===== src/sbgtc_pkg.sv =====
package sbgtc_pkg;

  localparam logic [7:0] CH_DIGIT_0 = 8'h30;  // '0'
  localparam logic [7:0] CH_DIGIT_9 = 8'h39;  // '9'
  localparam logic [7:0] CH_LOWER_A = 8'h61;  // 'a'
  localparam logic [7:0] CH_LOWER_Z = 8'h7a;  // 'z'
  localparam logic [7:0] CH_UPPER_A = 8'h41;  // 'A'
  localparam logic [7:0] CH_UPPER_Z = 8'h5a;  // 'Z'
  localparam logic [7:0] CH_UNDERSCORE = 8'h5f;
  localparam logic [7:0] CH_DOLLAR = 8'h24;

  localparam logic [5:0] VAL_LOWER_BASE = 6'd10;
  localparam logic [5:0] VAL_UPPER_BASE = 6'd36;
  localparam logic [5:0] VAL_UNDERSCORE = 6'd62;
  localparam logic [5:0] VAL_DOLLAR = 6'd63;

  localparam logic [1:0] GROUP_FULL = 2'd3;

  typedef enum logic {
    JOB_DEC,
    JOB_ENC
  } job_kind_t;

  // One unit of work for the emitter: a whole encoded group or one decoded byte
  typedef struct packed {
    job_kind_t       kind;
    logic [1:0]      cnt;    // bytes in the group (encode)
    logic [5:0]      head;   // packed top bit pairs (encode)
    logic [2:0][7:0] bytes;  // group bytes, or decoded byte in entry 0
    logic            last;
    logic            bad;
  } job_t;

  function automatic logic [7:0] sym_of_value(input logic [5:0] v);
    logic [7:0] c;
    c = CH_DOLLAR;
    if (v < VAL_LOWER_BASE) begin
      c = CH_DIGIT_0 + {2'b00, v};
    end else if (v < VAL_UPPER_BASE) begin
      c = CH_LOWER_A + {2'b00, v - VAL_LOWER_BASE};
    end else if (v < VAL_UNDERSCORE) begin
      c = CH_UPPER_A + {2'b00, v - VAL_UPPER_BASE};
    end else if (v == VAL_UNDERSCORE) begin
      c = CH_UNDERSCORE;
    end
    return c;
  endfunction

  // Bit 6 flags a character outside the alphabet; bits 5:0 hold its value
  function automatic logic [6:0] value_of_sym(input logic [7:0] c);
    logic [7:0] d;
    logic [6:0] r;
    d = 8'h00;
    r = 7'h40;
    if (c >= CH_DIGIT_0 && c <= CH_DIGIT_9) begin
      d = c - CH_DIGIT_0;
      r = {1'b0, d[5:0]};
    end else if (c >= CH_LOWER_A && c <= CH_LOWER_Z) begin
      d = c - CH_LOWER_A + {2'b00, VAL_LOWER_BASE};
      r = {1'b0, d[5:0]};
    end else if (c >= CH_UPPER_A && c <= CH_UPPER_Z) begin
      d = c - CH_UPPER_A + {2'b00, VAL_UPPER_BASE};
      r = {1'b0, d[5:0]};
    end else if (c == CH_UNDERSCORE) begin
      r = {1'b0, VAL_UNDERSCORE};
    end else if (c == CH_DOLLAR) begin
      r = {1'b0, VAL_DOLLAR};
    end
    return r;
  endfunction

endpackage


===== src/sbgtc_in_if.sv =====
interface sbgtc_in_if;
  logic       valid;
  logic       ready;
  logic [7:0] in_byte;
  logic       in_last;

  modport source (output valid, in_byte, in_last, input ready);
  modport sink (input valid, in_byte, in_last, output ready);
endinterface


===== src/sbgtc_out_if.sv =====
interface sbgtc_out_if;
  logic       valid;
  logic       ready;
  logic [7:0] out_byte;
  logic       run_last;
  logic       bad_char;
  logic       stream_end;

  modport source (output valid, out_byte, run_last, bad_char, stream_end, input ready);
  modport sink (input valid, out_byte, run_last, bad_char, stream_end, output ready);
endinterface


===== src/sbgtc_front.sv =====
module sbgtc_front (
  input  logic              clk,
  input  logic              rst_n,
  input  logic              cfg_we,
  input  logic              cfg_data,
  input  logic              in_valid,
  output logic              in_ready,
  input  logic [7:0]        in_byte,
  input  logic              in_last,
  input  logic              q_ready,
  output logic              q_push,
  output sbgtc_pkg::job_t   q_job
);
  import sbgtc_pkg::*;

  logic            mode_r;
  logic [1:0]      group_pos_r, group_pos_nxt;
  logic [5:0]      head_bits_r, head_bits_nxt;
  logic [2:0][7:0] group_r;
  logic [2:0][7:0] gb;
  logic [1:0]      enc_pos;
  logic [1:0]      n;
  logic [6:0]      vs;
  logic [1:0]      pair;
  logic            has_job;
  logic            acc;
  job_t            job;

  assign in_ready = q_ready;
  assign acc      = in_valid && q_ready;
  assign q_push   = acc && has_job;
  assign q_job    = job;

  always_comb begin
    group_pos_nxt = group_pos_r;
    head_bits_nxt = head_bits_r;
    has_job       = 1'b0;
    job           = '0;
    enc_pos       = (group_pos_r == GROUP_FULL) ? 2'd0 : group_pos_r;
    gb            = group_r;
    gb[enc_pos]   = in_byte;
    n             = enc_pos + 2'd1;
    vs            = value_of_sym(in_byte);
    pair          = 2'b00;
    if (!mode_r) begin
      if (n != GROUP_FULL && !in_last) begin
        group_pos_nxt = n;
      end else begin
        has_job       = 1'b1;
        job.kind      = JOB_ENC;
        job.cnt       = n;
        job.head      = {gb[0][7:6],
                         (n >= 2'd2) ? gb[1][7:6] : 2'b00,
                         (n == GROUP_FULL) ? gb[2][7:6] : 2'b00};
        job.bytes     = gb;
        job.last      = in_last;
        group_pos_nxt = 2'd0;
      end
    end else begin
      job.kind = JOB_DEC;
      job.last = in_last;
      job.bad  = vs[6];
      if (group_pos_r == 2'd0) begin
        // head character: keep its value, speak only if it is bad
        head_bits_nxt = vs[6] ? 6'd0 : vs[5:0];
        group_pos_nxt = in_last ? 2'd0 : 2'd1;
        has_job       = vs[6];
      end else begin
        case (group_pos_r)
          2'd1:    pair = head_bits_r[5:4];
          2'd2:    pair = head_bits_r[3:2];
          2'd3:    pair = head_bits_r[1:0];
          default: pair = 2'b00;
        endcase
        has_job       = 1'b1;
        job.bytes[0]  = vs[6] ? 8'h00 : {pair, vs[5:0]};
        group_pos_nxt = (in_last || group_pos_r == GROUP_FULL) ? 2'd0
                                                               : group_pos_r + 2'd1;
      end
    end
  end

  always_ff @(posedge clk) begin
    if (!rst_n) begin
      mode_r      <= 1'b0;
      group_pos_r <= 2'd0;
      head_bits_r <= 6'd0;
    end else if (cfg_we) begin
      mode_r      <= cfg_data;
      group_pos_r <= 2'd0;
      head_bits_r <= 6'd0;
    end else if (acc) begin
      group_pos_r <= group_pos_nxt;
      head_bits_r <= head_bits_nxt;
    end
  end

  always_ff @(posedge clk) begin
    if (acc && !mode_r) begin
      group_r[enc_pos] <= in_byte;
    end
  end

endmodule


===== src/sbgtc_queue.sv =====
module sbgtc_queue #(
  parameter int DEPTH = 2
) (
  input  logic            clk,
  input  logic            rst_n,
  input  logic            push,
  input  sbgtc_pkg::job_t push_job,
  output logic            push_ready,
  input  logic            pop,
  output logic            pop_valid,
  output sbgtc_pkg::job_t pop_job
);
  import sbgtc_pkg::*;

  localparam int PW = (DEPTH > 1) ? $clog2(DEPTH) : 1;
  localparam int CW = $clog2(DEPTH + 1);

  job_t          mem_r [DEPTH];
  logic [PW-1:0] wr_ptr_r, rd_ptr_r;
  logic [CW-1:0] count_r;

  assign pop_valid  = (count_r != '0);
  assign push_ready = (count_r != CW'(DEPTH)) || pop;
  assign pop_job    = mem_r[rd_ptr_r];

  always_ff @(posedge clk) begin
    if (!rst_n) begin
      wr_ptr_r <= '0;
      rd_ptr_r <= '0;
      count_r  <= '0;
    end else begin
      if (push) begin
        wr_ptr_r <= (wr_ptr_r == PW'(DEPTH - 1)) ? '0 : wr_ptr_r + 1'b1;
      end
      if (pop) begin
        rd_ptr_r <= (rd_ptr_r == PW'(DEPTH - 1)) ? '0 : rd_ptr_r + 1'b1;
      end
      case ({push, pop})
        2'b10:   count_r <= count_r + 1'b1;
        2'b01:   count_r <= count_r - 1'b1;
        default: count_r <= count_r;
      endcase
    end
  end

  always_ff @(posedge clk) begin
    if (push) begin
      mem_r[wr_ptr_r] <= push_job;
    end
  end

`ifndef SYNTHESIS
  a_count_bound: assert property (@(posedge clk) disable iff (!rst_n)
    count_r <= CW'(DEPTH)) else $error("queue count beyond depth");
  a_no_underflow: assert property (@(posedge clk) disable iff (!rst_n)
    pop |-> count_r != '0) else $error("pop from empty queue");
  a_no_overflow: assert property (@(posedge clk) disable iff (!rst_n)
    (push && !pop) |-> count_r != CW'(DEPTH)) else $error("push into full queue");
`endif

endmodule


===== src/sbgtc_back.sv =====
module sbgtc_back (
  input  logic            clk,
  input  logic            rst_n,
  input  logic            q_valid,
  input  sbgtc_pkg::job_t q_job,
  output logic            q_pop,
  output logic            out_valid,
  input  logic            out_ready,
  output logic [7:0]      out_byte,
  output logic            run_last,
  output logic            bad_char,
  output logic            stream_end
);
  import sbgtc_pkg::*;

  job_t       job_r;
  logic       busy_r;
  logic [1:0] idx_r;
  logic [1:0] last_idx;
  logic       fire, done, load, fin;
  logic [7:0] ch;

  assign last_idx  = (job_r.kind == JOB_ENC) ? job_r.cnt : 2'd0;
  assign out_valid = busy_r;
  assign fire      = busy_r && out_ready;
  assign done      = fire && (idx_r == last_idx);
  assign load      = q_valid && (!busy_r || done);
  assign q_pop     = load;
  assign fin       = (idx_r == job_r.cnt);

  always_comb begin
    case (idx_r)
      2'd0:    ch = sym_of_value(job_r.head);
      2'd1:    ch = sym_of_value(job_r.bytes[0][5:0]);
      2'd2:    ch = sym_of_value(job_r.bytes[1][5:0]);
      2'd3:    ch = sym_of_value(job_r.bytes[2][5:0]);
      default: ch = 8'h00;
    endcase
    if (job_r.kind == JOB_DEC) begin
      out_byte   = job_r.bytes[0];
      run_last   = 1'b1;
      bad_char   = job_r.bad;
      stream_end = job_r.last;
    end else begin
      out_byte   = ch;
      run_last   = fin;
      bad_char   = 1'b0;
      stream_end = fin && job_r.last;
    end
  end

  always_ff @(posedge clk) begin
    if (!rst_n) begin
      busy_r <= 1'b0;
      idx_r  <= 2'd0;
    end else if (load) begin
      busy_r <= 1'b1;
      idx_r  <= 2'd0;
    end else if (done) begin
      busy_r <= 1'b0;
    end else if (fire) begin
      idx_r <= idx_r + 2'd1;
    end
  end

  always_ff @(posedge clk) begin
    if (load) begin
      job_r <= q_job;
    end
  end

`ifndef SYNTHESIS
  a_idx_range: assert property (@(posedge clk) disable iff (!rst_n)
    busy_r |-> idx_r <= last_idx) else $error("emit index past end of job");
  a_finish_idle: assert property (@(posedge clk) disable iff (!rst_n)
    (done && !load) |=> !busy_r) else $error("emitter busy after last result");
  a_load_restart: assert property (@(posedge clk) disable iff (!rst_n)
    load |=> busy_r && idx_r == 2'd0) else $error("job load did not restart index");
`endif

endmodule


===== src/six_bit_group_text_codec.sv =====
// Six-bit group text codec: bytes to a 64-symbol alphabet (0-9 a-z A-Z _ $)
// and back, in groups of up to three bytes led by one head character.
// Channels: in_ch takes requests (in_byte, in_last); out_ch gives results
// (out_byte, run_last, bad_char, stream_end). Both use valid/ready, and a
// request or result moves at a rising edge with valid and ready high.
// cfg_we/cfg_data write decode_mode; the user must do so while the block is
// idle; the block does not enforce this. The write restarts group framing.
// Path: the job built from a request is queued at the edge that takes it,
// then loaded into the emitter register once the emitter is free or is
// finishing its last result; its first result is then valid on out_ch.
// Throughput: one request per cycle is taken while the job queue has room;
// the emitter gives one result per cycle while out_ch is ready, so encoding
// gives four results per full group of three bytes and decoding one result
// per data character. The emitter's single output register sets that rate.
// Reset (synchronous, rst_n low) selects encode mode, empties the queue and
// clears framing. When the receiver stalls, the result holds on out_ch,
// the queue fills and in_ch ready drops only once it is full.
module six_bit_group_text_codec #(
  parameter int QUEUE_DEPTH = 2
) (
  input  logic        clk,
  input  logic        rst_n,
  sbgtc_in_if.sink    in_ch,
  sbgtc_out_if.source out_ch,
  input  logic        cfg_we,
  input  logic        cfg_data
);
  import sbgtc_pkg::*;

  // Classifier to queue
  logic q_ready;
  logic q_push;
  job_t push_job;

  // Queue to emitter
  logic q_valid;
  logic q_pop;
  job_t pop_job;

  // Front: gather encode groups, track decode framing, build jobs
  sbgtc_front u_front (
    .clk      (clk),
    .rst_n    (rst_n),
    .cfg_we   (cfg_we),
    .cfg_data (cfg_data),
    .in_valid (in_ch.valid),
    .in_ready (in_ch.ready),
    .in_byte  (in_ch.in_byte),
    .in_last  (in_ch.in_last),
    .q_ready  (q_ready),
    .q_push   (q_push),
    .q_job    (push_job)
  );

  // Short job queue: lets the front keep taking requests while results wait
  sbgtc_queue #(
    .DEPTH (QUEUE_DEPTH)
  ) u_queue (
    .clk        (clk),
    .rst_n      (rst_n),
    .push       (q_push),
    .push_job   (push_job),
    .push_ready (q_ready),
    .pop        (q_pop),
    .pop_valid  (q_valid),
    .pop_job    (pop_job)
  );

  // Back: hold one job, emit its results one per cycle when out_ch is ready
  sbgtc_back u_back (
    .clk        (clk),
    .rst_n      (rst_n),
    .q_valid    (q_valid),
    .q_job      (pop_job),
    .q_pop      (q_pop),
    .out_valid  (out_ch.valid),
    .out_ready  (out_ch.ready),
    .out_byte   (out_ch.out_byte),
    .run_last   (out_ch.run_last),
    .bad_char   (out_ch.bad_char),
    .stream_end (out_ch.stream_end)
  );

endmodule

===== src/flat_wrapper.sv =====
// flat-port wrapper written by rule: the top's interface ports become plain ports
module six_bit_group_text_codec_flat import sbgtc_pkg::*;
#(
  parameter int QUEUE_DEPTH = 2
)
  (clk, rst_n, cfg_we, cfg_data, in_ch_valid, in_ch_in_byte, in_ch_in_last, in_ch_ready, out_ch_valid, out_ch_out_byte, out_ch_run_last, out_ch_bad_char, out_ch_stream_end, out_ch_ready);
  sbgtc_in_if in_ch_i ();
  sbgtc_out_if out_ch_i ();
  input  logic clk;
  input  logic rst_n;
  input  logic cfg_we;
  input  logic cfg_data;
  input wire logic [$bits(in_ch_i.valid)-1:0] in_ch_valid;
  input wire logic [$bits(in_ch_i.in_byte)-1:0] in_ch_in_byte;
  input wire logic [$bits(in_ch_i.in_last)-1:0] in_ch_in_last;
  output wire logic [$bits(in_ch_i.ready)-1:0] in_ch_ready;
  output wire logic [$bits(out_ch_i.valid)-1:0] out_ch_valid;
  output wire logic [$bits(out_ch_i.out_byte)-1:0] out_ch_out_byte;
  output wire logic [$bits(out_ch_i.run_last)-1:0] out_ch_run_last;
  output wire logic [$bits(out_ch_i.bad_char)-1:0] out_ch_bad_char;
  output wire logic [$bits(out_ch_i.stream_end)-1:0] out_ch_stream_end;
  input wire logic [$bits(out_ch_i.ready)-1:0] out_ch_ready;
  assign in_ch_i.valid = in_ch_valid;
  assign in_ch_i.in_byte = in_ch_in_byte;
  assign in_ch_i.in_last = in_ch_in_last;
  assign in_ch_ready = in_ch_i.ready;
  assign out_ch_valid = out_ch_i.valid;
  assign out_ch_out_byte = out_ch_i.out_byte;
  assign out_ch_run_last = out_ch_i.run_last;
  assign out_ch_bad_char = out_ch_i.bad_char;
  assign out_ch_stream_end = out_ch_i.stream_end;
  assign out_ch_i.ready = out_ch_ready;
  six_bit_group_text_codec #(.QUEUE_DEPTH(QUEUE_DEPTH)) u_core (.clk(clk), .rst_n(rst_n), .in_ch(in_ch_i), .out_ch(out_ch_i), .cfg_we(cfg_we), .cfg_data(cfg_data));
endmodule

===== config.mk =====
export PLATFORM = sky130hd
export DESIGN_NAME = six_bit_group_text_codec_flat
export DESIGN_NICKNAME = d
export VERILOG_FILES = /design/src/sbgtc_pkg.sv /design/src/sbgtc_in_if.sv /design/src/sbgtc_out_if.sv /design/src/sbgtc_front.sv /design/src/sbgtc_queue.sv /design/src/sbgtc_back.sv /design/src/six_bit_group_text_codec.sv /design/src/flat_wrapper.sv
export SDC_FILE = /design/constraint.sdc
export NUM_CORES = 1
export LEC_CHECK = 0
export BUFFER_PORTS_ARGS = -buffer_cell sky130_fd_sc_hd__buf_2
export CAP_MARGIN = 5
export CORE_ASPECT_RATIO = 0.6
export CORE_MARGIN = 1
export CORE_UTILIZATION = 41
export DETAILED_ROUTE_END_ITERATION = 10
export PLACE_DENSITY = 0.53
export SLEW_MARGIN = 20
export SYNTH_ARGS = -nofsm -noshare
export SYNTH_HDL_FRONTEND = slang
export SYNTH_SLANG_ARGS = --single-unit

===== constraint.sdc =====
create_clock -name clk -period 6.3 [get_ports clk]
set_input_delay 0.63 -clock clk [delete_from_list [all_inputs] [get_ports clk]]
set_output_delay 0.63 -clock clk [all_outputs]
set_load 0.1 [all_outputs]

==> results.txt, run 1 <==
Status: complete, no violations
Global-route wire length before repair: 34.3 mm
Sw Pwr: 0.00205 W
Max transition margin: 49.0%
Pint: 0.00241 W
Sequential share of the synthesized area: 44.2%
Post-route cell area: 9490 um^2
Tot GR Track Use: 20.9%
HPWL after DPL: 16.2 mm
Critical-path top delay cell: a21oi_1
Die Y: 114 um
FILL cells: 1830
Number of synthesized flops with an enable pin: 115
Max Clock Skew: 9.48 ps
Setup violators final: 0
Main flop type after synthesis: edfxtp_1
Peak Freq: 256 MHz
Final core occ: 47.0%
Maximum fanout along the worst path: 7
Grt ovf: 0
Setup TNS: 0 ps
Mapped Nets: 891
CTS Buffer Depth: 2
Post-CTS Hold Fix Bufs: 0
Routed Antenna Nets: 0
Period minus WS final: 3900 ps
Final hold violation count: 0
Most common cell on crit path: inv_1
Final GP Congestion: 0.941
Seq pwr share: 29.8%
Total number of vias: 6397
FF+latch count, synth: 131
Placed inst area: 8920 um^2
Layout area overhead: 11.2%
Slew @ Worst Pin: 763 ps
Post-CTS setup buffer count: 0
Fin crit share: 62.0%
Num CTS Buffers: 17
Critical path class: register to primary output
Final Non-Filler Cells: 1109
WL per Instance: 19.4 um
Most common cell after layout, fill and taps aside: edfxtp_1
Leakage power: 3.58 nW
Syn avg cell area: 10.6 um^2
Combinational power share: 49.6%
# resized after CTS: 0
Die area: 21400 um^2
Fin nets: 908
Worst EP required: 5670 ps
Top Ports: 28
Hold Crit Class: input pin to register
DRC: 0
CP Cell Sequence: inv_1, ha_1, inv_1, a21oi_1, o2111ai_1, o21ai_0, a311o_1, o221a_2, buf_2
Drt via density: 5.77
Clock share of power: 20.6%
Die width: 188 um
Distinct cells, synth: 71
Net Sw Frac: 46.0%
Placed cell count: 1076
Layout cell share with drive strength beyond 1: 15.8%
Initial Utilization: 42.3%
Max-cap violations: 0
Clock slew at reported path FFs: 60 ps
Crit end category: primary output
Synth Cell Area: 8530 um^2
Core Footprint: 20200 um^2
Worst-skew pair later-pin latency: 420 ps
Max VDD drop: 0.000277 V
Port Buffer Count: 27
Crit-path max cell delay: 520 ps
Cell Pwr Density: 471 nW/um^2
Row count: 40
TritonRoute pass-1 iters: 5
Max-slew violation count: 0
Final wirelength: 21.5 mm
Iter 0 DRT Violations: 596
# clock sinks: 131
RSZ-0062 raised after global routing: false
Initial antenna violation count: 0
Cells after Synth: 805
Root Buffer: clkbuf_16
Number of H-tree levels: 4
Async S/R FF share, synth: 0%
Number of global-route vias before repair: 6044
Commonest non-fill, non-tap cells in the layout: edfxtp_1, ha_1, nand2_1
Critical Path AT: 3270 ps
Ys Warns: 0
Largest net degree at the start of global routing: 36
Nature of the critical path startpoint: register
CTS tree: built
[worst max-delay path: cells and delay by family, from the launching register on]
family | cells | cell delay, ps
buffers and inverters | 3 | 700
flip-flops | 1 | 440
adder cells (fa/ha/maj) | 1 | 260
AO/OA/AOI/OAI | 5 | 1450
[worst paths after layout]
path              slack, ps                           from                            end  cells after the start
setup / recovery       2400        u_core.u_back.job_r[12]             out_ch_out_byte[6]                      9
hold / removal          470                       cfg_data          u_core.u_front.mode_r                      3
setup reg to reg       3040  u_core.u_front.group_pos_r[0]      u_core.u_queue.count_r[1]                      9
hold reg to reg         470  u_core.u_front.head_bits_r[0]  u_core.u_front.head_bits_r[0]                      2
[flip-flops by register name, summed over array words and instances (netlist names)]
register                    cells
u_core.u_front.group_r         22
u_core.u_queue.mem_r           62
u_core.u_front.group_pos_r      2
u_core.u_front.mode_r           1
u_core.u_back.job_r            31
u_core.u_front.head_bits_r      6
u_core.u_back.out_valid         1
u_core.u_back.idx_r             2
u_core.u_queue.count_r          2
u_core.u_queue.rd_ptr_r         1
u_core.u_queue.wr_ptr_r         1
[synth_stat cells (5+ instances only)]
| master | number | share of area [%] |
|---|---|---|
| nor2_1 | 31 | 1.4 |
| mux2i_1 | 7 | 0.82 |
| clkbuf_1 | 30 | 1.3 |
| a31oi_1 | 7 | 0.51 |
| o211ai_1 | 14 | 1.2 |
| mux2_2 | 50 | 6.6 |
| xor2_1 | 13 | 1.3 |
| o221ai_1 | 6 | 0.62 |
| inv_1 | 51 | 2.2 |
| ha_1 | 71 | 10 |
| edfxtp_1 | 115 | 40 |
| or2_2 | 7 | 0.51 |
| and3b_1 | 6 | 0.62 |
| o22ai_1 | 7 | 0.51 |
| a211o_1 | 6 | 0.62 |
| xnor2_1 | 31 | 3.2 |
| dfxtp_1 | 16 | 3.8 |
| nor2b_1 | 17 | 1.2 |
| nand2_1 | 61 | 2.7 |
| and3_1 | 10 | 0.73 |
| a211oi_1 | 5 | 0.44 |
| nand3_1 | 15 | 0.88 |
| and2_1 | 17 | 1.2 |
| o2111ai_1 | 7 | 0.72 |
| nor3_1 | 15 | 0.88 |
| a21o_1 | 6 | 0.53 |
| o31ai_1 | 8 | 0.70 |
| o21ai_0 | 39 | 2.3 |
| o21a_1 | 6 | 0.53 |
| nand4_1 | 5 | 0.37 |
| a21oi_1 | 44 | 2.6 |
| or3_1 | 9 | 0.66 |
[area by class of cell]
cell class | count | area [um^2] | area share [%]
Antenna cell | 1 | 2.50 | 0.0264
Clock buffer | 17 | 425 | 4.48
Clock inverter | 15 | 133 | 1.40
Inverter | 51 | 191 | 2.02
Multi-Input combinational cell | 590 | 4450 | 47.0
Sequential cell | 131 | 3770 | 39.8
Tap cell | 273 | 342 | 3.60
Timing Repair Buffer | 31 | 165 | 1.74
[cell families after synthesis]
| kind of cell | after synthesis | share of synthesized area [%] |
|---|---|---|
| AND/OR/NAND/NOR | 215 | 13.2 |
| buffers and inverters | 84 | 3.79 |
| adder cells (fa/ha/maj) | 71 | 10.4 |
| flip-flops | 131 | 44.2 |
| multiplexers | 57 | 7.42 |
| XOR/XNOR | 44 | 4.52 |
| AO/OA/AOI/OAI | 203 | 16.4 |
[per-layer routing]
layer  track usage, %  wire length [um]
met5                0                 0
met4             4.23               171
met3             5.32              1710
met2             28.8              8570
met1             32.6             11000
[power groups by stage]
| stage | sequential, W | combinational (W) | clock [W] |
|---|---|---|---|
| floorplan | 0.00128 | 0.00173 | 0 |
| global placement | 0.00134 | 0.00219 | 0 |
| detailed placement | 0.00134 | 0.00218 | 0 |
| CTS | 0.00133 | 0.00219 | 0.000940 |
| global route | 0.00135 | 0.00241 | 0.000981 |
| finish | 0.00133 | 0.00221 | 0.000921 |
[per-stage QoR]
stage          setup slack, ps  total power (W)  hold slack (ps)
3_5_place_dp              2650          0.00352              465
2_1_floorplan             1470          0.00301              446
5_1_grt                   2150          0.00474              475
3_3_place_gp              2690          0.00353              464
6_report                  2400          0.00447              467
4_1_cts                   2430          0.00446              454
Note: power is estimated with default switching activity, not from simulation.
==> run 2, diff against run 1 <==
Settings changed: PLACE_DENSITY 0.53 to 0.55.
Clock period 6.3 ns to 3.5 ns, I/O delays scaled along.
==> run 2 against run 1 <==
Hold slack got worse by 270 ps. Combinational power rose by 100%. Die area did not move. Via count rose by 2.3%. Sequential cell count did not move. Critical path depth did not move. Clock power rose by 120%. Worst setup slack got worse by 2300 ps. Global-route usage rose by 1.0 points.
==> results.txt, run 2 (synthesis results as in run 1) <==
Grt ovf: 0
Initial antenna violation count: 0
Largest registers: u_core.u_queue.mem_r: 62 flops, u_core.u_back.job_r: 31 flops, u_core.u_front.group_r: 22 flops
Final GP Congestion: 0.932
Hold Crit Class: input pin to register
Layout area overhead: 16.6%
Commonest non-fill, non-tap cells in the layout: edfxtp_1, ha_1, nand2_1
Layout cell share with drive strength beyond 1: 19.8%
Worst EP required: 3150 ps
TritonRoute pass-1 iters: 5
DRT met1 WL: 11.7 mm
Period minus WS final: 3400 ps
Worst slack, placed: 147 ps
Num CTS Buffers: 17
Row count: 40
Status: complete, no violations
Top Ports: 28
CTS Buffer Depth: 2
Routed Antenna Nets: 0
Fin nets: 928
Reg with most FFs: u_core.u_queue.mem_r
Cell Pwr Density: 896 nW/um^2
Final hold violation count: 0
Root Buffer: clkbuf_16
# clock sinks: 131
Max reg flops: 62
Max VDD drop: 0.000556 V
Nature of the critical path startpoint: register
Die area: 21400 um^2
HPWL after DPL: 17.0 mm
Final wirelength: 22.6 mm
Drt via density: 5.81
Initial Utilization: 42.3%
DRC: 0
Setup TNS: 0 ps
Fin worst setup slack: 102 ps
Max-slew violation count: 0
Highest layer used for signal routing: met4
Die Y: 114 um
Clock slew at reported path FFs: 60 ps
Worst-skew pair later-pin latency: 420 ps
Leakage power: 3.80 nW
Routed wl met3: 1.71 mm
WL per Instance: 20.0 um
Critical path class: register to primary output
Largest net degree at the start of global routing: 35
Max-cap violations: 0
Iter 0 DRT Violations: 523
Crit end category: primary output
Number of H-tree levels: 4
Die width: 188 um
Global-route wire length before repair: 35.8 mm
Antenna Cells: 0
CTS tree: built
Post-CTS Hold Fix Bufs: 0
Met2 Wirelength: 9.01 mm
Core Footprint: 20200 um^2
Placed inst area: 9140 um^2
Number of global-route vias before repair: 6356
RSZ-0062 raised after global routing: false
Slew @ Worst Pin: 662 ps
Peak Freq: 294 MHz
Max Clock Skew: 15.5 ps
Setup violators final: 0
Tot GR Track Use: 22.0%
Port Buffer Count: 27
Fin crit share: 97.1%
Total number of vias: 6547
Most common cell after layout, fill and taps aside: edfxtp_1
Max transition margin: 55.5%
Maximum fanout along the worst path: 6
Post-route cell area: 9940 um^2
Critical Path AT: 3050 ps
[run 2: final timing paths]
path	start	to	slack [ps]	cells past startpoint
worst max register to register	u_core.u_front.group_pos_r[0]	u_core.u_queue.count_r[1]	770	9
worst max-delay path	u_core.u_back.job_r[5]	out_ch_out_byte[5]	100	9
worst min-delay path	cfg_data	u_core.u_front.mode_r	200	3
worst min register to register	u_core.u_front.head_bits_r[0]	u_core.u_front.head_bits_r[0]	480	2
[run 2: area by class of cell]
type / count / area [um^2]
clock buffers: 17 / 425
clock inverters: 14 / 260
fillers: 1830 / 10200
inverters: 51 / 191
multi-input cells: 590 / 4540
flip-flops and latches: 131 / 3770
well taps: 273 / 342
repair buffers: 51 / 410
[run 2: power breakdown]
part,switching [W],total (W),internal (W)
clock,0.000671,0.00207,0.00140
combinational,0.00286,0.00447,0.00160
sequential,0.000309,0.00237,0.00206
[run 2: stage by stage]
stage | hold WS (ps) | cells | util, % | power, W
final | 201 | 1127 | 49.3 | 0.00891
after global routing | 200 | 1127 | 49.3 | 0.00939
after CTS | 187 | 1121 | 48.7 | 0.00875
after detailed placement | 472 | 1090 | 45.3 | 0.00664
after global placement | 462 | 1090 | 45.3 | 0.00661
after floorplan | 446 | 805 | - | 0.00545
[run 2: critical path: stages (launching register included)]
cell and delay (ps):
edfxtp_1 540, inv_1 140, ha_1 290, nor2b_2 260, o21ai_0 240, or3_1 370, o31ai_1 250, nor4_1 90
o221ai_2 230, buf_12 210
[run 2: metal layers]
layer  vias up  GRT usage, %
met5         -             0
met4         0          5.09
met3        23          5.08
met2       216          30.3
met1      3231          34.1
li1       3077             -
[run 2: repair_timing]
| item | CTS | global route |
|---|---|---|
| resized for setup | 1 | 19 |
| pin swaps | 0 | 1 |
| setup endpoints to repair | 2 | 8 |
| setup buffers | 0 | 6 |
